[src/sv/assert_macros.svh]
// assertion macros used by the top-level rtl file
// no dependencies
`ifndef ASSERT_MACROS_SVH
`define ASSERT_MACROS_SVH

// concurrent check, disabled while reset is asserted
`define HZS_ASSERT(lbl, clk, rst_n, prop, msg) \
  lbl: assert property (@(posedge clk) disable iff (!rst_n) (prop)) else $error(msg);

// concurrent check that also holds during reset
`define HZS_ASSERT_ALWAYS(lbl, clk, prop, msg) \
  lbl: assert property (@(posedge clk) (prop)) else $error(msg);

`endif

[src/sv/hzs_pkg.sv]
// shared constants and types for the shock switch pipeline
// no dependencies
`timescale 1ns / 1ps
package hzs_pkg;
  // default sample width
  localparam int HZS_SAMPLE_BITS = 24;
  // ratio quotient bits, q in q0.16
  localparam int Q_BITS = 16;
  // every term of the ratio is scaled by this
  localparam logic [9:0] SCALE = 10'd1000;
  // 1.0 in q1.15
  localparam logic [15:0] ONE_Q15 = 16'd32768;
  // register stages of the front and back ends
  localparam int FRONT_STAGES = 3;
  localparam int BACK_STAGES = 3;

  // control that travels with each transaction
  typedef struct packed {
    logic valid;
    logic shock;
  } ctl_t;
endpackage

[src/sv/hzs_div.sv]
// pipelined restoring divider, one quotient bit per stage
// depends on hzs_pkg
`timescale 1ns / 1ps
module hzs_div #(
  parameter int NUMW = 35,
  parameter int DENW = 36
) (
  input  logic                clk,
  input  logic                rst_n,
  input  hzs_pkg::ctl_t       ctl_in,
  input  logic [NUMW-1:0]     num,
  input  logic [DENW-1:0]     den,
  output hzs_pkg::ctl_t       ctl_out,
  output logic [hzs_pkg::Q_BITS-1:0] quo
);
  import hzs_pkg::*;

  // stage registers; remainder stays below the divisor
  ctl_t            ctl_r [Q_BITS];
  logic [DENW-1:0] rem_r [Q_BITS];
  logic [DENW-1:0] den_r [Q_BITS];
  logic [Q_BITS-1:0] q_r [Q_BITS];

  for (genvar i = 0; i < Q_BITS; i++) begin : g_step
    ctl_t            c_prev;
    logic [DENW-1:0] rem_prev, den_prev;
    logic [Q_BITS-1:0] q_prev;
    logic [DENW:0]   two;
    logic            ge;
    logic [DENW-1:0] rem_nxt;

    if (i == 0) begin : g_first
      assign c_prev   = ctl_in;
      assign rem_prev = DENW'(num);
      assign den_prev = den;
      assign q_prev   = '0;
    end else begin : g_rest
      assign c_prev   = ctl_r[i-1];
      assign rem_prev = rem_r[i-1];
      assign den_prev = den_r[i-1];
      assign q_prev   = q_r[i-1];
    end

    // shift in one bit and subtract when it fits
    always_comb begin
      two = {rem_prev, 1'b0};
      ge = two >= {1'b0, den_prev};
      rem_nxt = ge ? DENW'(two - {1'b0, den_prev}) : DENW'(two);
    end

    always_ff @(posedge clk) begin
      if (!rst_n) begin
        ctl_r[i].valid <= 1'b0;
      end else begin
        ctl_r[i].valid <= c_prev.valid;
      end
      ctl_r[i].shock <= c_prev.shock;
      rem_r[i] <= rem_nxt;
      den_r[i] <= den_prev;
      q_r[i]   <= {q_prev[Q_BITS-2:0], ge};
    end
  end

  assign ctl_out = ctl_r[Q_BITS-1];
  assign quo     = q_r[Q_BITS-1];
endmodule

[config.mk]
export PLATFORM = sky130hd
export DESIGN_NAME = hzs_div
export DESIGN_NICKNAME = d
export VERILOG_FILES = /design/src/sv/assert_macros.svh /design/src/sv/hzs_pkg.sv /design/src/sv/hzs_div.sv
export SDC_FILE = /design/constraint.sdc
export NUM_CORES = 2
export LEC_CHECK = 0
export BUFFER_PORTS_ARGS = -buffer_cell sky130_fd_sc_hd__clkbuf_2
export CAP_MARGIN = 20
export CELL_PAD_IN_SITES_DETAIL_PLACEMENT = 0
export CELL_PAD_IN_SITES_GLOBAL_PLACEMENT = 1
export CORE_UTILIZATION = 45
export CTS_CLUSTER_SIZE = 16
export DETAILED_ROUTE_END_ITERATION = 16
export GPL_TIMING_DRIVEN = 0
export HOLD_SLACK_MARGIN = 0.06
export PLACE_DENSITY_LB_ADDON = 0.1
export REMOVE_ABC_BUFFERS = 1
export SLEW_MARGIN = 20
export SYNTH_ARGS = -nofsm -noshare
export SYNTH_HDL_FRONTEND = slang
export SYNTH_SLANG_ARGS = --single-unit
export TNS_END_PERCENT = 100
[constraint.sdc]
create_clock -name clk -period 7.7 [get_ports clk]
set_clock_uncertainty 0.15 [all_clocks]
set_input_delay 0 -clock clk [delete_from_list [all_inputs] [get_ports clk]]
set_output_delay 0 -clock clk [all_outputs]
set_load 0.02 [all_outputs]
Yosys cells after proc, flatten, opt, wreduce, memory -nomap -nowiden
Memories as Yosys holds them, arrays and structs flattened.
Index checks and enable logic that the tools add are counted.
- $add $sub $neg: 16
- magnitude comparators: 16
- muxes and demuxes: 34
- bitwise gates (word level): 16
- operator list (kind ; count):
    $mux 36 ; 16
    $sub 36x36->36 ; 16
    $ge 37x36->1 ; 15
    $ge 36x36->1 ; 1
    $mux 1 ; 18
    $or 1x1->1 ; 16
- flip-flop bits (word level): 0
- memory bits (writable): 1440
- input bits: 75
- output and inout bits: 18
- logic and storage cells: 86
- memories: 4
- memory list (memory ; depth ; bits a word ; read ports ; clocked after Yosys merged registers in ; wr ports ; line ; RTL):
    den_r ; 16 ; 36 ; 15 ; 0 ; 16 ; hzs_div.sv:21 ; logic [DENW-1:0] den_r [Q_BITS];
    rem_r ; 16 ; 36 ; 15 ; 0 ; 16 ; hzs_div.sv:20 ; logic [DENW-1:0] rem_r [Q_BITS];
    q_r ; 16 ; 16 ; 16 ; 0 ; 16 ; hzs_div.sv:22 ; logic [Q_BITS-1:0] q_r [Q_BITS];
    ctl_r ; 16 ; 2 ; 16 ; 0 ; 16 ; hzs_div.sv:19 ; ctl_t ctl_r [Q_BITS];

Longest topological paths before layout
An unclocked memory read counts as a cell.
- word-level depth: 3
- gate-level depth with buffers: 16
- depth with buffers taken out: 13

Worst setup path before layout
No wires, ideal clock.
- path kind: flip-flop to flip-flop
- from: memory den_r[1][2]
- to: memory rem_r[2][8], in the netlist rem_r[0][80]
- library setup time: 0.121 ns
- data arrival time: 3.147 ns
- required time: 7.429 ns
- setup slack: 4.282 ns
- stages on the path, launching flop included: 16
- buffers on the path: 2
- period minus slack after synthesis: 3.418 ns
- path through: dfxtp_1 -> inv_1 -> ha_1 -> o21ai_0 -> a21oi_1 -> o41ai_1 -> o2bb2ai_1 -> a31oi_2 -> a41oi_2 -> o21ai_1 -> a31oi_1 -> nand2b_1 -> nor2b_1 -> buf_4 -> buf_6 -> mux2_2
- RTL lines (what ; line):
    start: declaration ; hzs_div.sv:21
    end: declaration ; hzs_div.sv:20

==> qor.yml <==
worst_setup_path:
  cp.buffers_inverters: 7
  cp.depth: 16
  critPathMaxFanout: 20
  r2r-end: "rem_r[1][44]"
  reg2reg_from: "den_r[8][7]"
  crit_family: "compound AO/OA/AOI/OAI gates"
  startpoint_type: "primary input"
  r2r_cells: 13
  startpoint: "num[0]"
  crit_path_end: "rem_r[0][5]"
  path_cells: "dlygate4sd3_1, clkbuf_2, dlygate4sd3_1, fa_1, a21o_1, a21oi_1, o21ai_0, a211oi_1, o21ai_0, a31oi_1, a221oi_4, buf_6, buf_6, buf_6, mux2_2, dlygate4sd3_1"
  slowest_stage: "a211oi_1"
  path_class: "in2reg"
  r2r_setup_slack_ns: 2.91
  critical_path.max_stage_delay_ns: 0.77
  cp_data_required_time_ns: 8.19
  worstSetupEndpointType: "flop"
  arrival_ns: 5.81
cells_and_area:
  drive_above_1_share_pct: 8.06
  num-nets-final: 7659
  fin_util_pct: 52.2
  final_common_cell: "dfxtp_1"
  regArea_mm2: 0.0250
  layout_common_cells: "dfxtp_1 (1248), inv_1 (702), a21oi_1 (613), ha_1 (575), nand2_1 (484)"
  fin_cells: 8870
  multi_input_area_mm2: 0.0324
  fillers: 12500
  syn_to_final_growth_pct: 15.1
sta:
  layout_setup_ws_ns: 2.38
  min_period_over_period_pct: 69.0
  slew_violations: 0
  tightestPinTransition_ns: 1.28
  final.setup.tns_ns: 0
  setup_viol: 0
  timing.hold.ws_ns: 0.167
  grt_setup_unrepaired: "false"
  maxSlewHeadroom_pct: 13.9
  min_period_ns: 5.32
  final-hold-violation-count: 0
  fmax_ghz: 0.188
placement:
  place_ws_ns: 2.94
  io_buffers: 92
  dp_hpwl_um: 110000
  dp_cells: 8437
  place.gp.congestion: 0.963
pwr:
  seqPwrFrac_pct: 29.4
  powerDensity_mw_per_mm2: 465
  power_frac_comb_pct: 49.3
  p_leak_uw: 0.0326
  vdd_drop_max_mv: 0.270
  p_sw_uw: 12500
  power.internal_uw: 20000
  p_sw_share_pct: 38.4
  p_clk_share_pct: 21.3
grt:
  track_usage_pct: 20.5
  grt_pass1_vias: 46700
  grt_max_degree: 70
  overflow: 0
  grt_pass1_wl_um: 226000
  grt_antenna_before_repair: 1
route:
  wl_met2_um: 74700
  antenna_left: 0
  wl_met1_um: 52400
  maxUsedRoutingLayer: "met4"
  met3_length_um: 3750
  drc: 2
  wirelength_um: 140000
  viasPerCell: 5.15
  dr.pass1.iters: 11
  wl_per_cell_um: 15.8
  drtIter0Drc: 1488
  vias: 45700
clock_tree:
  cts_htree_levels: 4
  ctsResizeCount: 0
  cts_root_buf: "clkbuf_16"
  cts_tree: "built"
  clock_latency_ns: 0.76
  cts_buffers: 145
  cts_buffer_depth: 3
  cts_num_sinks: 1248
  ctsHoldBuffers: 178
  postCtsSetupRepairBufs: 0
  clk_pin_slew_worst_paths_ns: 0.05
run_status:
  failed_checks: "DRC"
  status: "complete, but fails checks"
logic_synthesis:
  yosysWarnings: 0
  yosysSeqAreaShare_pct: 41.2
  yosysUniqueCellTypes: 98
  synthesis.area_mm2: 0.0606
  synth_edf_count: 0
  synth_async_sr_flop_share_pct: 0
  synth_area_per_cell_um2: 9.02
  synth_cells: 6722
  synth-seq-cells: 1248
  synth_top_flop_cell: "dfxtp_1"
floorplan:
  core_area_mm2: 0.134
  dieArea_mm2: 0.136
  io_pins: 93
  initial_core_util_pct: 45.4
  dieWidth_um: 369
  core.rowCount: 134
  die_h_um: 369
worst_hold_path:
  hold_path.class: "reg2reg"
flow_run:
  cap_violations: 0
power by group through the flow:
stage / clock network [uW] / registers, uW / logic (uW)
6_report: 6900 / 9540 / 16000
3_5_place_dp: 0 / 9660 / 15900
3_3_place_gp: 0 / 9690 / 15600
4_1_cts: 7140 / 9540 / 16000
5_1_grt: 7410 / 9760 / 17900
2_1_floorplan: 0 / 9380 / 12200
layer usage:
| metal | GRT usage [%] | up-vias |
|---|---|---|
| li1 | - | 23800 |
| met1 | 19.1 | 20700 |
| met2 | 40.9 | 764 |
| met3 | 2.95 | 353 |
| met4 | 13.3 | 0 |
| met5 | 0 | - |
cell families (layout without fill, tap and decap cells):
family / Yosys count / in the layout / synth area share (%)
xor gates and xnor gates: 446 / 446 / 6.44
AOI/OAI and AO/OA: 1923 / 1923 / 19.8
DFF: 1248 / 1248 / 41.2
other: 0 / 1 / 0
muxes: 158 / 158 / 2.93
buffers and inverters: 869 / 1248 / 5.63
adders and majority gates: 590 / 590 / 12.4
and+or+nand+nor: 1488 / 1488 / 11.6
cells in the mapped netlist (21+ instances only):
cell      instances  area, um^2
dfxtp_1        1248       25000
inv_1           702        2640
a21oi_1         614        3070
ha_1            575        7190
nand2_1         484        1820
o21ai_0         467        2340
nor2_1          388        1460
a21o_1          299        2240
xnor2_1         260        2280
xor2_1          186        1630
mux2_2          149        1680
clkbuf_1        113         424
nand3_1          97         485
nand2b_1         90         563
nand4_1          90         563
nor2b_1          83         519
o21a_1           70         526
o21bai_1         69         518
nor3_1           55         275
a31oi_1          54         338
o31ai_1          51         383
a211oi_1         48         360
and2_1           45         282
and3_1           43         269
or3_1            28         175
o211ai_1         24         180
buf_2            23         115
o31a_1           21         184
per-stage QoR:
stage	instance area, um^2	total power [uW]
floorplan	59900	21600
global placement	62500	25200
detailed placement	63100	25500
CTS	69800	32700
global route	69800	35100
finish	69800	32400
state kept, by name (all words and copies together), names as in the netlist:
register and flops:
ctl_r 32, rem_r 540, q_r 136, den_r 540
worst min-delay path by stage:
| stage | from | to | cells past startpoint |
|---|---|---|---|
| 6_report | q_r[14][10] | q_r[15][11] | 0 |
| 5_1_grt | den[0] | rem_r[0][1] | 5 |
| 4_1_cts | den[0] | rem_r[0][1] | 5 |
| 3_5_place_dp | den[15] | den_r[0][15] | 1 |
| 3_3_place_gp | ctl_in[0] | ctl_r[0][0] | 1 |
| 2_1_floorplan | ctl_in[0] | ctl_r[0][0] | 0 |
area by class of cell:
class,instances,area share (%)
flip-flops and latches,1248,35.8
clock buffers,213,6.31
clock inverters,41,0.728
repair buffers,290,3.84
multi-input cells,4605,46.4
inverters,704,3.79
diodes,1,0.00359
well taps,1768,3.17
Power figures use the tool's default switching activity.
