## src/sv/assert_macros.svh

```systemverilog
// assertion macros used by the top-level rtl file
// no dependencies
`ifndef ASSERT_MACROS_SVH
`define ASSERT_MACROS_SVH

// concurrent check, disabled while reset is asserted
`define HZS_ASSERT(lbl, clk, rst_n, prop, msg) \
  lbl: assert property (@(posedge clk) disable iff (!rst_n) (prop)) else $error(msg);

// concurrent check that also holds during reset
`define HZS_ASSERT_ALWAYS(lbl, clk, prop, msg) \
  lbl: assert property (@(posedge clk) (prop)) else $error(msg);

`endif

```

## src/sv/hzs_pkg.sv

```systemverilog
// shared constants and types for the shock switch pipeline
// no dependencies
`timescale 1ns / 1ps
package hzs_pkg;
  // default sample width
  localparam int HZS_SAMPLE_BITS = 24;
  // ratio quotient bits, q in q0.16
  localparam int Q_BITS = 16;
  // every term of the ratio is scaled by this
  localparam logic [9:0] SCALE = 10'd1000;
  // 1.0 in q1.15
  localparam logic [15:0] ONE_Q15 = 16'd32768;
  // register stages of the front and back ends
  localparam int FRONT_STAGES = 3;
  localparam int BACK_STAGES = 3;

  // control that travels with each transaction
  typedef struct packed {
    logic valid;
    logic shock;
  } ctl_t;
endpackage

```

## src/sv/hzs_back.sv

```systemverilog
// back end: fourth power of the ratio, clip and shock override
// depends on hzs_pkg
`timescale 1ns / 1ps
module hzs_back (
  input  logic                       clk,
  input  logic                       rst_n,
  input  hzs_pkg::ctl_t              ctl_in,
  input  logic [hzs_pkg::Q_BITS-1:0] quo,
  output logic                       out_valid,
  output logic [15:0]                out_coef
);
  import hzs_pkg::*;

  localparam int SQW = 2 * Q_BITS;

  // square of the ratio
  logic [SQW-1:0] sq1, sq2;
  logic [Q_BITS-1:0] r2_r, r4_r;
  ctl_t c1_r, c2_r;

  assign sq1 = SQW'(quo) * SQW'(quo);

  always_ff @(posedge clk) begin
    if (!rst_n) begin
      c1_r.valid <= 1'b0;
    end else begin
      c1_r.valid <= ctl_in.valid;
    end
    c1_r.shock <= ctl_in.shock;
    r2_r <= sq1[SQW-1:Q_BITS];
  end

  // fourth power
  assign sq2 = SQW'(r2_r) * SQW'(r2_r);

  always_ff @(posedge clk) begin
    if (!rst_n) begin
      c2_r.valid <= 1'b0;
    end else begin
      c2_r.valid <= c1_r.valid;
    end
    c2_r.shock <= c1_r.shock;
    r4_r <= sq2[SQW-1:Q_BITS];
  end

  // clip to 1.0, shock forces 1.0
  logic [15:0] coef_nxt, coef_r;
  logic        valid_r;

  always_comb begin
    if (c2_r.shock || (16'(r4_r) > ONE_Q15)) begin
      coef_nxt = ONE_Q15;
    end else begin
      coef_nxt = 16'(r4_r);
    end
  end

  always_ff @(posedge clk) begin
    if (!rst_n) begin
      valid_r <= 1'b0;
    end else begin
      valid_r <= c2_r.valid;
    end
    coef_r <= coef_nxt;
  end

  assign out_valid = valid_r;
  assign out_coef  = coef_r;
endmodule

```

## config.mk

```make
export PLATFORM = sky130hd
export DESIGN_NAME = hzs_back
export DESIGN_NICKNAME = d
export VERILOG_FILES = /design/src/sv/assert_macros.svh /design/src/sv/hzs_pkg.sv /design/src/sv/hzs_back.sv
export SDC_FILE = /design/constraint.sdc
export NUM_CORES = 1
export LEC_CHECK = 0
export BUFFER_PORTS_ARGS = -buffer_cell sky130_fd_sc_hd__buf_2
export CAP_MARGIN = 20
export CORE_MARGIN = 3
export CORE_UTILIZATION = 35
export DETAILED_ROUTE_END_ITERATION = 10
export GPL_ROUTABILITY_DRIVEN = 0
export PLACE_DENSITY = 0.51
export SLEW_MARGIN = 30
export SYNTH_ARGS = -nofsm -noshare
export SYNTH_HDL_FRONTEND = slang
export SYNTH_SLANG_ARGS = --single-unit
```

## constraint.sdc

```tcl
create_clock -name clk -period 5.3 [get_ports clk]
set_input_delay 0.265 -clock clk [delete_from_list [all_inputs] [get_ports clk]]
set_output_delay 0.265 -clock clk [all_outputs]
set_load 0.01 [all_outputs]
```

* Word-level counts from Yosys, hierarchy flattened
Cells that the tools add are included.
** Word-level totals
- Output and inout port bits :: 17
- Logic and storage cells :: 12
- Register bits :: 53
- Bits of input ports :: 20
** Operators by class
- Multipliers :: 2
- Reduce and logical (&&, ||, !) cells :: 1
- Magnitude comparators :: 1
** Operator list (count)
- multiplier 16 x 16 -> 32 bit :: 2
- greater-than comparator 16 bit, second input constant :: 1
- logical OR 1 bit :: 1

* Depth between registers and ports, before layout
- Depth in word-level cells :: 2
- Gate-level depth with buffers :: 24
- Depth with buffers taken out :: 22

* Worst setup path after synthesis
OpenSTA, ideal clock, no wires.
- Kind :: register -> register
- Start point :: register r2_r[4]
- End point :: register r4_r[10]
- Data arrival time :: 5708 ps
- Library setup time :: 72 ps
- Cell stages (with the launch flop) :: 21
- Period minus slack after synthesis :: 5780 ps
- Setup slack :: -480 ps
- Path through :: dfxtp_1 clkbuf_1 clkbuf_1 nand2_1 fa_1 inv_1 fa_1 fa_1 fa_1 fa_1 inv_1 fa_1 inv_1 ha_1 and3_1 and2_4 a221o_1 a31oi_4 o31ai_4 a31oi_1 xnor2_1
** Between the ends
- Longest elaborated chain between the ends :: 1
** Ends and longest elaborated chain
- start, declared :: line hzs_back.sv:18 : logic [Q_BITS-1:0] r2_r, r4_r;
- start signal, assigned :: line hzs_back.sv:30 : r2_r <= sq1[SQW-1:Q_BITS];
- multiplier 16 x 16 -> 32 bit :: line hzs_back.sv:34 : assign sq2 = SQW'(r2_r) * SQW'(r2_r);
- via sq2[26] :: line hzs_back.sv:17 : logic [SQW-1:0] sq1, sq2;
- end signal, assigned :: line hzs_back.sv:43 : r4_r <= sq2[SQW-1:Q_BITS];
- end, declared :: line hzs_back.sv:18
The timed path passes the listed nets, and every way through them passes these cells.
A chain may end at the register's enable or synchronous reset.

* Final worst setup path
- Start point :: register r2_r[3]
- End point :: register r4_r[10]
Same word-level chain as after synthesis.

==> flow_summary.ini <==
[global_routing]
globalRoute.totalOverflow = 0
grt_start_max_net_pins = 19
grt_pass1_wl_um = 60900
antenna_found_initial = 0
via_count_of_the_first_global_routing_pass = 12639
grt_usage_pct = 15.8

[worst_setup_path]
critPathCaptureType = flip-flop
timing_worst_setup_path_type = reg2reg
worst_path_maximum_fanout = 7
crit-reg2reg-launch = r2_r[3]
crit_chain = nand2_4, inv_2, fa_1, inv_1, fa_1, inv_2, fa_1, inv_1, fa_1, inv_1, fa_1, inv_2, fa_1, inv_2, ha_4, nand2_4, or3_4, o221ai_4, a31oi_4, buf_12, o31ai_4, a31oi_2, xnor2_1
timing.critical_path.mode_cell = sky130_fd_sc_hd__fa_1
rr_endpoint = r4_r[10]
reg2reg_setup_slack_ns = -0.20
worstPathBufferInverterCount = 8
worstPathRequired_ns = 5.49
arrival_time_at_the_worst_endpoint_ns = 5.68
critPathMaxStageDelay_ns = 0.54
critical_path_depth = 23
cp_slowest_cell = sky130_fd_sc_hd__fa_1
timing.critical_path.from_type = flip-flop
rr_worst_depth = 23
delay_heaviest_family_cp = adder cells

[layout]
final_cells = 2561
layout.cell_area.non_filler_um2 = 19200
area.growth.synth_to_final_pct = 25.0
antenna-diode-count = 0
drive_above_1_share_pct = 24.8
multi_input_comb_area_um2 = 12800
register_area_um2 = 1110
num-fill-cells = 4369
final_core_utilization_pct = 44.4
design.final.nets = 2518

[hold_path]
min_path_type = in2reg
min_path_cells = 1
min_delay_startpoint = ctl_in[0]
min_to = c1_r[0]

[clocking]
clk_root_buffer_cell = sky130_fd_sc_hd__clkbuf_16
clock_net_sink_count = 53
tritoncts_clock_tree = done
worstSkewPairLatency_ns = 0.31
cts.htree.levels = 2
numCtsBuffers = 5
cts.hold.buffers_added = 0
cts.clk_slew.worst_paths_ns = 0.07
cts-root-to-sink-buffers = 2

[sta]
final_critical_path_setup_slack_ns = -0.199
rsz_0062_raised_after_global_routing = yes
fin_crit_sh_pct = 104
final-max-slew-violation-count = 0
fin_setup_tns_ns = -1.19
timing.final.setup_violations = 11
timing_worst_slew_pin_value_ns = 0.762
slew-limit-headroom_pct = 49.2
timing.final.hold_violations = 0
finalClockSkew_ns = 0.0179
max_freq_mhz = 182
layout_min_cycle_time_ns = 5.50

[synth]
synthesized_netlist_net_count = 2238
netlist_area_um2 = 15300
yosys.area.top_type_share_pct = 42.0
synthCells = 1695
synth_top_area_cell = sky130_fd_sc_hd__fa_1
synthArstFlopShare_pct = 0
synth_ff_type = sky130_fd_sc_hd__dfxtp_1
postSynthAreaPerCell_um2 = 9.06
synth_sequential_area_ratio_pct = 6.91
ff_latch_count_synth = 53
ys_top_cells_by_area = sky130_fd_sc_hd__fa_1 (42%), sky130_fd_sc_hd__ha_1 (16%), sky130_fd_sc_hd__inv_1 (12%)
synth_edf_count = 0
yosys_warnings = 0
synth_cell_type_count = 62

[floorplan]
starting_utilization_of_the_core_area_pct = 35.6
die_boundary_height_um = 215
num_rows = 76
core_area_um2 = 43200
floorplan.die_area_um2 = 46400
io_pins = 37
die_width_um = 215

[detailed_routing]
routed_wirelength_um = 34800
route.detailed.wl_per_inst_um = 13.6
routed-via-count = 11235
number_of_remaining_drc_errors = 0
dr.first_iter.drc_count = 380
detail-route-antenna-nets = 0
first_pass_drt_iterations = 4
mean_number_of_vias_per_cell = 4.39

[placed_design]
numPortBuffers = 36
placed_cells_incl_taps = 2517
dpl.hpwl_um = 30900
placedInstanceArea_um2 = 18100

[flow_run]
max-cap-violations = 0

[status]
outcome = finished, violations left
failed_checks = setup timing
==> cell usage after synthesis, types with 3 or more instances <==
cell type / instances
sky130_fd_sc_hd__a211o_1: 3
sky130_fd_sc_hd__a211oi_1: 3
sky130_fd_sc_hd__a21o_1: 22
sky130_fd_sc_hd__a21oi_1: 43
sky130_fd_sc_hd__a21oi_2: 3
sky130_fd_sc_hd__a41oi_1: 3
sky130_fd_sc_hd__and2_1: 86
sky130_fd_sc_hd__and3_1: 5
sky130_fd_sc_hd__buf_2: 3
sky130_fd_sc_hd__clkbuf_1: 39
sky130_fd_sc_hd__dfxtp_1: 53
sky130_fd_sc_hd__fa_1: 322
sky130_fd_sc_hd__ha_1: 201
sky130_fd_sc_hd__inv_1: 505
sky130_fd_sc_hd__nand2_1: 173
sky130_fd_sc_hd__nand2b_1: 7
sky130_fd_sc_hd__nand3_1: 11
sky130_fd_sc_hd__nand3b_1: 3
sky130_fd_sc_hd__nand4_1: 8
sky130_fd_sc_hd__nor2_1: 53
sky130_fd_sc_hd__nor2b_1: 7
sky130_fd_sc_hd__nor3_1: 3
sky130_fd_sc_hd__nor4_1: 5
sky130_fd_sc_hd__o21a_1: 6
sky130_fd_sc_hd__o21ai_0: 18
sky130_fd_sc_hd__o21ai_1: 4
sky130_fd_sc_hd__o21bai_1: 6
sky130_fd_sc_hd__o31ai_1: 3
sky130_fd_sc_hd__or2_2: 5
sky130_fd_sc_hd__or3_1: 4
sky130_fd_sc_hd__xnor2_1: 32
sky130_fd_sc_hd__xor2_1: 20
==> how the worst max path moves through the flow <==
stage | from | to | slack (ns)
floorplan | r2_r[8] | r4_r[15] | -0.12
global placement | r2_r[5] | r4_r[14] | -0.37
detailed placement | r2_r[11] | r4_r[7] | -0.43
CTS | r2_r[3] | r4_r[10] | -0.22
global route | r2_r[3] | r4_r[10] | -0.43
finish | r2_r[3] | r4_r[10] | -0.20
==> per-stage QoR <==
step,setup slack [ns],hold WS (ns)
2_1_floorplan,-0.123,0.293
3_3_place_gp,-0.372,0.312
3_5_place_dp,-0.429,0.315
4_1_cts,-0.219,0.0542
5_1_grt,-0.425,0.0496
6_report,-0.199,0.0648
==> flip-flops by register name, summed over array words and instances (netlist names) <==
| register | cells |
|---|---|
| out_valid | 1 |
| c1_r | 2 |
| out_coef | 16 |
| r2_r | 16 |
| r4_r | 16 |
| c2_r | 2 |
==> logic make-up after synthesis <==
family / after synthesis / share of synthesized area, %
buffers and inverters: 548 / 13.5
adder cells (fa/ha/maj): 523 / 58.4
AND/OR/NAND/NOR: 373 / 11.5
AO/OA/AOI/OAI: 143 / 6.60
flip-flops: 53 / 6.91
XOR/XNOR: 52 / 2.97
multiplexers: 3 / 0.212
==> what timing repair did <==
| item | 4_1_cts | 5_1_grt |
|---|---|---|
| pin swaps | 29 | 43 |
| endpoints found under the setup margin | 19 | 29 |
| gates resized for setup | 75 | 112 |
| buffers inserted | 26 | 13 |
==> cells in the final DEF, fill, tap and decap left out, types with 21 or more instances in the layout <==
master                    instances
sky130_fd_sc_hd__inv_1          479
sky130_fd_sc_hd__fa_1           311
sky130_fd_sc_hd__buf_4          259
sky130_fd_sc_hd__ha_1           183
sky130_fd_sc_hd__nand2_1        156
sky130_fd_sc_hd__and2_1          74
sky130_fd_sc_hd__nor2_1          43
sky130_fd_sc_hd__dfxtp_1         38
sky130_fd_sc_hd__xnor2_1         30
sky130_fd_sc_hd__a21oi_1         29
sky130_fd_sc_hd__buf_2           27
sky130_fd_sc_hd__inv_2           26
sky130_fd_sc_hd__a21o_1          22
sky130_fd_sc_hd__buf_6           21
==> worst register-to-register path, stage by stage (launching register included) <==
cell and delay [ns]:
sky130_fd_sc_hd__dfxtp_4 0.39, sky130_fd_sc_hd__nand2_4 0.08, sky130_fd_sc_hd__inv_2 0.04, sky130_fd_sc_hd__fa_1 0.54
sky130_fd_sc_hd__inv_1 0.06, sky130_fd_sc_hd__fa_1 0.50, sky130_fd_sc_hd__inv_2 0.04, sky130_fd_sc_hd__fa_1 0.48
sky130_fd_sc_hd__inv_1 0.05, sky130_fd_sc_hd__fa_1 0.48, sky130_fd_sc_hd__inv_1 0.05, sky130_fd_sc_hd__fa_1 0.49
sky130_fd_sc_hd__inv_2 0.04, sky130_fd_sc_hd__fa_1 0.51, sky130_fd_sc_hd__inv_2 0.05, sky130_fd_sc_hd__ha_4 0.27
sky130_fd_sc_hd__nand2_4 0.04, sky130_fd_sc_hd__or3_4 0.34, sky130_fd_sc_hd__o221ai_4 0.18, sky130_fd_sc_hd__a31oi_4 0.12
sky130_fd_sc_hd__buf_12 0.15, sky130_fd_sc_hd__o31ai_4 0.24, sky130_fd_sc_hd__a31oi_2 0.13, sky130_fd_sc_hd__xnor2_1 0.13
==> layout make-up <==
class | instances | area share, %
repair buffers | 316 | 12.8
well taps | 585 | 3.82
inverters | 505 | 9.88
multi-input cells | 1094 | 66.9
clock buffers | 5 | 0.652
clock inverters | 3 | 0.137
flip-flops and latches | 53 | 5.78
==> layer usage <==
metal  GRT usage [%]  wire length (µm)  vias to the layer above  share of wire [%]
met1            22.4             17200                     5541                 49
li1                -                 -                     5582                  -
met4            2.25               380                        0                1.1
met2            27.2             16600                       90                 48
met3            1.10               620                       22                1.8
met5               0                 0                        -                  0
Power is not shown: default switching activity piles up to over one toggle a cycle in this logic, so the estimate is an artifact.
