<file path="src/sv/assert_macros.svh">
// assertion macros used by the top-level rtl file
// no dependencies
`ifndef ASSERT_MACROS_SVH
`define ASSERT_MACROS_SVH

// concurrent check, disabled while reset is asserted
`define HZS_ASSERT(lbl, clk, rst_n, prop, msg) \
  lbl: assert property (@(posedge clk) disable iff (!rst_n) (prop)) else $error(msg);

// concurrent check that also holds during reset
`define HZS_ASSERT_ALWAYS(lbl, clk, prop, msg) \
  lbl: assert property (@(posedge clk) (prop)) else $error(msg);

`endif

</file>
<file path="src/sv/hzs_pkg.sv">
// shared constants and types for the shock switch pipeline
// no dependencies
`timescale 1ns / 1ps
package hzs_pkg;
  // default sample width
  localparam int HZS_SAMPLE_BITS = 24;
  // ratio quotient bits, q in q0.16
  localparam int Q_BITS = 16;
  // every term of the ratio is scaled by this
  localparam logic [9:0] SCALE = 10'd1000;
  // 1.0 in q1.15
  localparam logic [15:0] ONE_Q15 = 16'd32768;
  // register stages of the front and back ends
  localparam int FRONT_STAGES = 3;
  localparam int BACK_STAGES = 3;

  // control that travels with each transaction
  typedef struct packed {
    logic valid;
    logic shock;
  } ctl_t;
endpackage

</file>
<file path="src/sv/hzs_front.sv">
// front end: differences, magnitudes, ratio terms and the shock test
// depends on hzs_pkg
`timescale 1ns / 1ps
module hzs_front #(
  parameter int N = 24
) (
  input  logic                   clk,
  input  logic                   rst_n,
  input  logic                   in_valid,
  input  logic [N-1:0]           left_sample,
  input  logic [N-1:0]           center_sample,
  input  logic [N-1:0]           right_sample,
  output hzs_pkg::ctl_t          ctl,
  output logic [N+10:0]          num,
  output logic [N+11:0]          den
);
  import hzs_pkg::*;

  localparam int DW   = N + 1;
  localparam int NUMW = N + 11;
  localparam int DENW = N + 12;
  localparam int PW   = 2 * DW;
  localparam int CW   = PW + 10;

  // stage 1: differences and magnitudes
  logic signed [DW-1:0] d1, d2;
  logic [N-1:0]  ml, mc, mr;
  logic [DW-1:0] s1_nxt, s2_nxt, f1_nxt;
  logic opp_nxt;
  logic [DW-1:0] s1_r, s2_r, f1_r;
  logic opp_r, v1_r;

  always_comb begin
    d1 = $signed({center_sample[N-1], center_sample}) - $signed({left_sample[N-1], left_sample});
    d2 = $signed({right_sample[N-1], right_sample}) - $signed({center_sample[N-1], center_sample});
    s1_nxt = d1[DW-1] ? DW'(-d1) : DW'(d1);
    s2_nxt = d2[DW-1] ? DW'(-d2) : DW'(d2);
    ml = left_sample[N-1] ? N'(-left_sample) : left_sample;
    mc = center_sample[N-1] ? N'(-center_sample) : center_sample;
    mr = right_sample[N-1] ? N'(-right_sample) : right_sample;
    f1_nxt = DW'(ml) + DW'(mc) + DW'(mr);
    opp_nxt = (d1[DW-1] && (d2 != '0) && !d2[DW-1]) ||
              (d2[DW-1] && (d1 != '0) && !d1[DW-1]);
  end

  always_ff @(posedge clk) begin
    if (!rst_n) begin
      v1_r <= 1'b0;
    end else begin
      v1_r <= in_valid;
    end
    s1_r  <= s1_nxt;
    s2_r  <= s2_nxt;
    f1_r  <= f1_nxt;
    opp_r <= opp_nxt;
  end

  // stage 2: scaled numerator, denominator and test products
  logic [DW-1:0]   diff;
  logic [NUMW-1:0] num_nxt, num2_r;
  logic [DENW-1:0] den_nxt, den2_r;
  logic [PW-1:0]   prod_nxt, fsq_nxt, prod_r, fsq_r;
  logic opp2_r, v2_r;

  always_comb begin
    diff = (s1_r > s2_r) ? s1_r - s2_r : s2_r - s1_r;
    num_nxt = NUMW'(diff) * NUMW'(SCALE);
    den_nxt = DENW'(DENW'(s1_r) + DENW'(s2_r)) * DENW'(SCALE) +
              DENW'(f1_r) * DENW'(3) + DENW'(SCALE);
    prod_nxt = PW'(s1_r) * PW'(s2_r);
    fsq_nxt  = PW'(f1_r) * PW'(f1_r);
  end

  always_ff @(posedge clk) begin
    if (!rst_n) begin
      v2_r <= 1'b0;
    end else begin
      v2_r <= v1_r;
    end
    num2_r <= num_nxt;
    den2_r <= den_nxt;
    prod_r <= prod_nxt;
    fsq_r  <= fsq_nxt;
    opp2_r <= opp_r;
  end

  // stage 3: shock test, 1000*s1*s2 > f1^2 with opposite signs
  logic shock_nxt;
  ctl_t ctl_r;
  logic [NUMW-1:0] num3_r;
  logic [DENW-1:0] den3_r;

  assign shock_nxt = opp2_r && ((CW'(prod_r) * CW'(SCALE)) > CW'(fsq_r));

  always_ff @(posedge clk) begin
    if (!rst_n) begin
      ctl_r.valid <= 1'b0;
    end else begin
      ctl_r.valid <= v2_r;
    end
    ctl_r.shock <= shock_nxt;
    num3_r <= num2_r;
    den3_r <= den2_r;
  end

  assign ctl = ctl_r;
  assign num = num3_r;
  assign den = den3_r;
endmodule

</file>
<file path="config.mk">
export PLATFORM = sky130hd
export DESIGN_NAME = hzs_front
export DESIGN_NICKNAME = d
export VERILOG_FILES = /design/src/sv/assert_macros.svh /design/src/sv/hzs_pkg.sv /design/src/sv/hzs_front.sv
export SDC_FILE = /design/constraint.sdc
export NUM_CORES = 2
export LEC_CHECK = 0
export BUFFER_PORTS_ARGS = -buffer_cell sky130_fd_sc_hd__buf_2
export CAP_MARGIN = 5
export CORE_MARGIN = 3
export CORE_UTILIZATION = 35
export DETAILED_ROUTE_END_ITERATION = 10
export GPL_ROUTABILITY_DRIVEN = 0
export PLACE_DENSITY = 0.62
export SYNTH_ARGS = -nofsm -noshare
export SYNTH_HDL_FRONTEND = slang
export SYNTH_SLANG_ARGS = --single-unit
</file>
<file path="constraint.sdc">
create_clock -name clk -period 10.95 [get_ports clk]
set_input_delay 2.19 -clock clk [delete_from_list [all_inputs] [get_ports clk]]
set_output_delay 2.19 -clock clk [all_outputs]
set_load 0.05 [all_outputs]
</file>
# Word level (Yosys, flattened, before mapping)

Cells that the tools add are included.

Register bits: 317
Word-level logic and storage cells: 55

Add/sub/neg operators: 14
$lt $le $gt $ge: 2
Reductions and logical operators: 10
Muxes and demuxes: 6
$mul: 6

Operators by type and width:

| operator                 | count |
|---|---|
| $mux W24                 | 5 |
| $mul A25 B25 Y50         | 2 |
| $neg A24 Y24             | 3 |
| $gt A60 B50 Y1           | 1 |
| $mul A50 B7 Y57 const B  | 1 |
| $neg A25 Y25             | 2 |
| $reduce_bool A25 Y1      | 2 |
| $sub A24 B24 Y25         | 2 |
| $sub A25 B25 Y25         | 2 |
| $add A36 B10 Y36 const B | 1 |
| $add A36 B27 Y36         | 1 |
| $mul A26 B7 Y33 const B  | 1 |
| $mul A25 B7 Y32 const B  | 1 |
| $mul A25 B2 Y27 const B  | 1 |
| $add A25 B25 Y26         | 1 |
| $add A24 B24 Y25         | 1 |
| $add A25 B24 Y25         | 1 |
| $gt A25 B25 Y1           | 1 |
| $mux W25                 | 1 |
| $logic_and A1 B1 Y1      | 5 |
| $logic_not A1 Y1         | 2 |
| $logic_or A1 B1 Y1       | 1 |

# Longest topological paths before layout

Depth in word-level cells: 5
Depth in mapped cells: 39
Gate-level depth less buffers: 38

# Worst setup path after synthesis

Ideal clock, no wire load.

Kind: reg2reg
Start: register s1_r[2]
End: register den2_r[34]
Data required time: 10.827 ns
Arrival time: 8.539 ns
Period minus slack after synthesis: 8.661 ns
Stages on the path, launching flop included: 39
Slack: 2.289 ns
Cell sequence: dfxtp_1 -> clkbuf_1 -> clkinv_1 -> ha_1 -> clkbuf_1 -> o21bai_1 -> a21oi_1 -> nor2_1 -> nor2_1 -> o21ai_0 -> xnor2_1 -> inv_1 -> xnor2_1 -> fa_1 -> fa_1 -> inv_1 -> fa_1 -> inv_1 -> (+3 left out) -> and2_1 -> o21ai_0 -> nand2b_1 -> xnor2_1 -> fa_1 -> inv_1 -> ha_1 -> ha_1 -> a21o_1 -> a21o_1 -> a21oi_1 -> o21ai_0 -> a41oi_1 -> a21oi_1 -> a221o_1 -> a31o_2 -> nor3b_1 -> xnor2_1

Word-level cells in the longest chain between the ends: 4

Ends and longest elaborated chain:

| item                     | line            | RTL |
|---|---|---|
| start: declaration       | hzs_front.sv:30 | `logic [DW-1:0] s1_r, s2_r, f1_r;` |
| start signal: assignment | hzs_front.sv:52 | `s1_r <= s1_nxt;` |
| $add A25 B25 Y26         | hzs_front.sv:68 | `den_nxt = DENW'(DENW'(s1_r) + DENW'(s2_r)) * DENW'(SCALE) +` |
| $mul A26 B7 Y33          | hzs_front.sv:68 |  |
| $add A36 B27 Y36         | hzs_front.sv:68 |  |
| $add A36 B10 Y36         | hzs_front.sv:69 | `DENW'(f1_r) * DENW'(3) + DENW'(SCALE);` |
| named net den_nxt[34]    | hzs_front.sv:61 | `logic [DENW-1:0] den_nxt, den2_r;` |
| end signal: assignment   | hzs_front.sv:81 | `den2_r <= den_nxt;` |
| end: declaration         | hzs_front.sv:61 |  |

The timed path passes the listed nets, and every way through them passes these cells.
A chain may end at the register's enable or synchronous reset.

# Final worst setup path

Start: register s1_r[9]
End: register num2_r[34]

Word-level cells in the longest chain between the ends: 3
Elaborated cells between the ends (all ways): 5
Classes of those cells: 2 x add/sub; 1 x mul; 1 x order compare; 1 x mux

Ends and longest elaborated chain:

| item                                                      | line            | RTL |
|---|---|---|
| $sub A25 B25 Y25 / $gt A25 B25 Y1 (equally long branches) | hzs_front.sv:66 | `diff = (s1_r > s2_r) ? s1_r - s2_r : s2_r - s1_r;` |
| $mux W25 (*)                                              | hzs_front.sv:66 |  |
| $mul A25 B7 Y32 (*)                                       | hzs_front.sv:67 | `num_nxt = NUMW'(diff) * NUMW'(SCALE);` |
| named net num_nxt[34]                                     | hzs_front.sv:60 | `logic [NUMW-1:0] num_nxt, num2_r;` |
| end signal: assignment                                    | hzs_front.sv:80 | `num2_r <= num_nxt;` |
| end: declaration                                          | hzs_front.sv:60 |  |

The timed path passes the listed nets; every way through them passes the cells marked *.

==> impl_metrics.json <==
{
  "status": "finished, final reports clean",
  "fmax_mhz": 102,
  "antenna_found_initial": 16,
  "grtUsageTotal_pct": 20.5,
  "r2r-end": "num2_r[34]",
  "core_um2": 206000,
  "cts.clk_slew.worst_paths_ps": 60,
  "synth_top_cell_by_area": "fa_1",
  "drc": 0,
  "start_util_pct": 35.4,
  "cp-end-kind": "flop",
  "endpoint": "num2_r[34]",
  "hold_class": "reg2reg",
  "synth_top_family_by_area": "adder cells",
  "cts_tree": "done",
  "syn_avg_cell_area_um2": 9.10,
  "overflow": 0,
  "fp.dieH_um": 462,
  "cts_setup_buffers": 0,
  "cts_hold_buf": 0,
  "cts_root_buffer": "clkbuf_16",
  "firstDrtPassIters": 9,
  "clkLatencyLatePin_ps": 680,
  "finalWorstSetupSlack_ps": 1140,
  "startpoint_type": "flop",
  "crit_path_top_delay_cell": "a21o_1",
  "yosysSeqAreaShare_pct": 8.65,
  "drive_gt1_share_pct": 4.60,
  "cts_buffer_depth": 3,
  "synth_area_leaders": "fa_1 (39%), ha_1 (16%), inv_1 (8.7%)",
  "nNetsFinal": 10500,
  "yosysWarnings": 0,
  "cpPeakStageDelay_ps": 770,
  "cts_buffers": 44,
  "worstMarginPinSlew_ps": 1230,
  "yosys_most_used_dff": "dfxtp_1",
  "grt_max_degree": 30,
  "slew_headroom_pct": 17.7,
  "rrSetupSlack_ps": 1140,
  "drv_slew": 0,
  "setup_viol": 0,
  "skew_ps": 58.8,
  "hpwl_um": 185000,
  "mostFrequentLayoutCells": "inv_1 (1,695), fa_1 (1,410), ha_1 (907), nand2_1 (678), nor2_1 (624)",
  "portBuffers": 144,
  "dp_slack_ps": 1300,
  "max-cap-violations": 0,
  "wl_um": 218000,
  "finalHoldViolCount": 0,
  "postRouteAntennaNets": 0,
  "drt_iter0_drc": 4358,
  "cp.arrival_ps": 10320,
  "critPathKind": "reg2reg",
  "ios": 148,
  "synth_adder_area_share_pct": 54.3,
  "grt_pass1_vias": 59500,
  "cp-startpoint": "s1_r[9]",
  "area_growth_pct": 7.81,
  "synth_compound_area_share_pct": 10.0,
  "synthSimpleGateAreaFrac_pct": 11.0,
  "grt_pass1_wl_um": 343000,
  "die_w_um": 462,
  "synthMuxAreaShare_pct": 0.312,
  "yosysUniqueCellTypes": 88,
  "vias_per_cell": 5.15,
  "cp.required_ps": 11450,
  "rr_startpoint": "s1_r[9]",
  "die_area_um2": 214000,
  "reg2regPathDepth": 29,
  "cts-resized-gates": 0,
  "layout_commonest_cell": "inv_1",
  "clock_sinks": 315,
  "fin_tns_setup_ps": 0,
  "syn-instance-count": 8018,
  "wl_per_cell_um": 20.0,
  "placementRows": 166,
  "synth-seq-cells": 315,
  "synth_area_um2": 72900,
  "synth_top_area_share_pct": 38.7,
  "htreeDepth": 2,
  "ys_async_sr_fraction_pct": 0,
  "synthXorXnorAreaFrac_pct": 5.64,
  "crit_top_cell": "fa_1",
  "synth_edf_count": 0,
  "fin_crit_ps": 9810,
  "path_max_fanout": 22,
  "utilization_pct": 38.2,
  "period_share_pct": 89.6,
  "holdWs_ps": 324,
  "rsz0062_at_grt": "false",
  "via_count": 56100
}
==> sequential cells by signal, indices dropped and copies added, names as in the netlist, 2 cells and up <==
name,cells
prod_r,50
fsq_r,49
den,36
den2_r,35
num2_r,32
num,32
f1_r,25
s1_r,25
s2_r,25
ctl,2
==> critical path, delay by kind of cell, from the launching register on <==
kind / cells / cell delay, ps
and+or+nand+nor: 3 / 520
adders and majority gates: 6 / 3030
AOI/OAI and AO/OA: 13 / 3530
DFF: 1 / 310
muxes: 1 / 420
xor gates and xnor gates: 2 / 690
buffers and inverters: 4 / 1100
==> per-layer routing <==
metal  vias to the layer above  global-route usage (%)  part of all wire, %  routed length [um]
met5                         -                       0                0.034                  74
met1                     27900                    26.6                   41               88900
li1                      25300                       -                    -                   -
met2                      2420                    32.0                   44               95700
met4                        12                    9.37                  5.6               12200
met3                       532                    5.20                  9.9               21600
==> per-stage QoR <==
step | cell area, um^2 | std cells
2_1_floorplan | 72900 | 8020
3_3_place_gp | 77100 | 10800
3_5_place_dp | 77100 | 10800
4_1_cts | 78600 | 10900
5_1_grt | 78600 | 10900
6_report | 78600 | 10900
==> logic make-up after synthesis <==
group	Yosys count
AO/OA/AOI/OAI	1133
XOR/XNOR	470
adder cells (fa/ha/maj)	2321
buffers and inverters	1940
flip-flops	315
multiplexers	22
other	1
AND/OR/NAND/NOR	1816
==> worst min-delay path by stage <==
stage	start	to	slack, ps	depth (start not counted)
3_5_place_dp	num2_r[14]	num[14]	310	0
2_1_floorplan	den2_r[10]	den[10]	310	0
6_report	num2_r[20]	num[20]	320	0
3_3_place_gp	den2_r[18]	den[18]	310	0
4_1_cts	num2_r[17]	num[17]	320	0
5_1_grt	num2_r[17]	num[17]	320	0
==> cells in the mapped netlist (17+ instances only) <==
| cell type | n |
|---|---|
| xnor2_1 | 333 |
| o21a_1 | 62 |
| clkinv_1 | 19 |
| a31oi_1 | 51 |
| nor2_1 | 624 |
| nand2b_1 | 49 |
| nor3_1 | 77 |
| o21bai_1 | 55 |
| o21ai_0 | 194 |
| a21o_1 | 160 |
| xor2_1 | 137 |
| nor4_1 | 19 |
| o31ai_1 | 34 |
| clkbuf_1 | 194 |
| or3_1 | 32 |
| nor2b_1 | 38 |
| nand3_1 | 73 |
| fa_1 | 1410 |
| or2_2 | 27 |
| and2_1 | 67 |
| o211ai_1 | 43 |
| inv_1 | 1695 |
| and3_1 | 29 |
| nand4_1 | 47 |
| dfxtp_1 | 315 |
| a21oi_1 | 340 |
| ha_1 | 907 |
| or4_1 | 17 |
| nand2_1 | 678 |
| buf_1 | 24 |
| a211oi_1 | 44 |
==> layout make-up <==
cell class	count	area (um^2)
fill	20600	127000
tap	2772	3470
clock buffer	51	1160
inverter	1719	6450
clock inverter	27	390
multi-input combinational	5765	59300
antenna	6	15.0
timing repair buffer	247	1490
sequential	315	6310
Power is left out: the tool's default activity adds up to more than one toggle a clock period on the data nets, which glitch-free logic cannot reach.
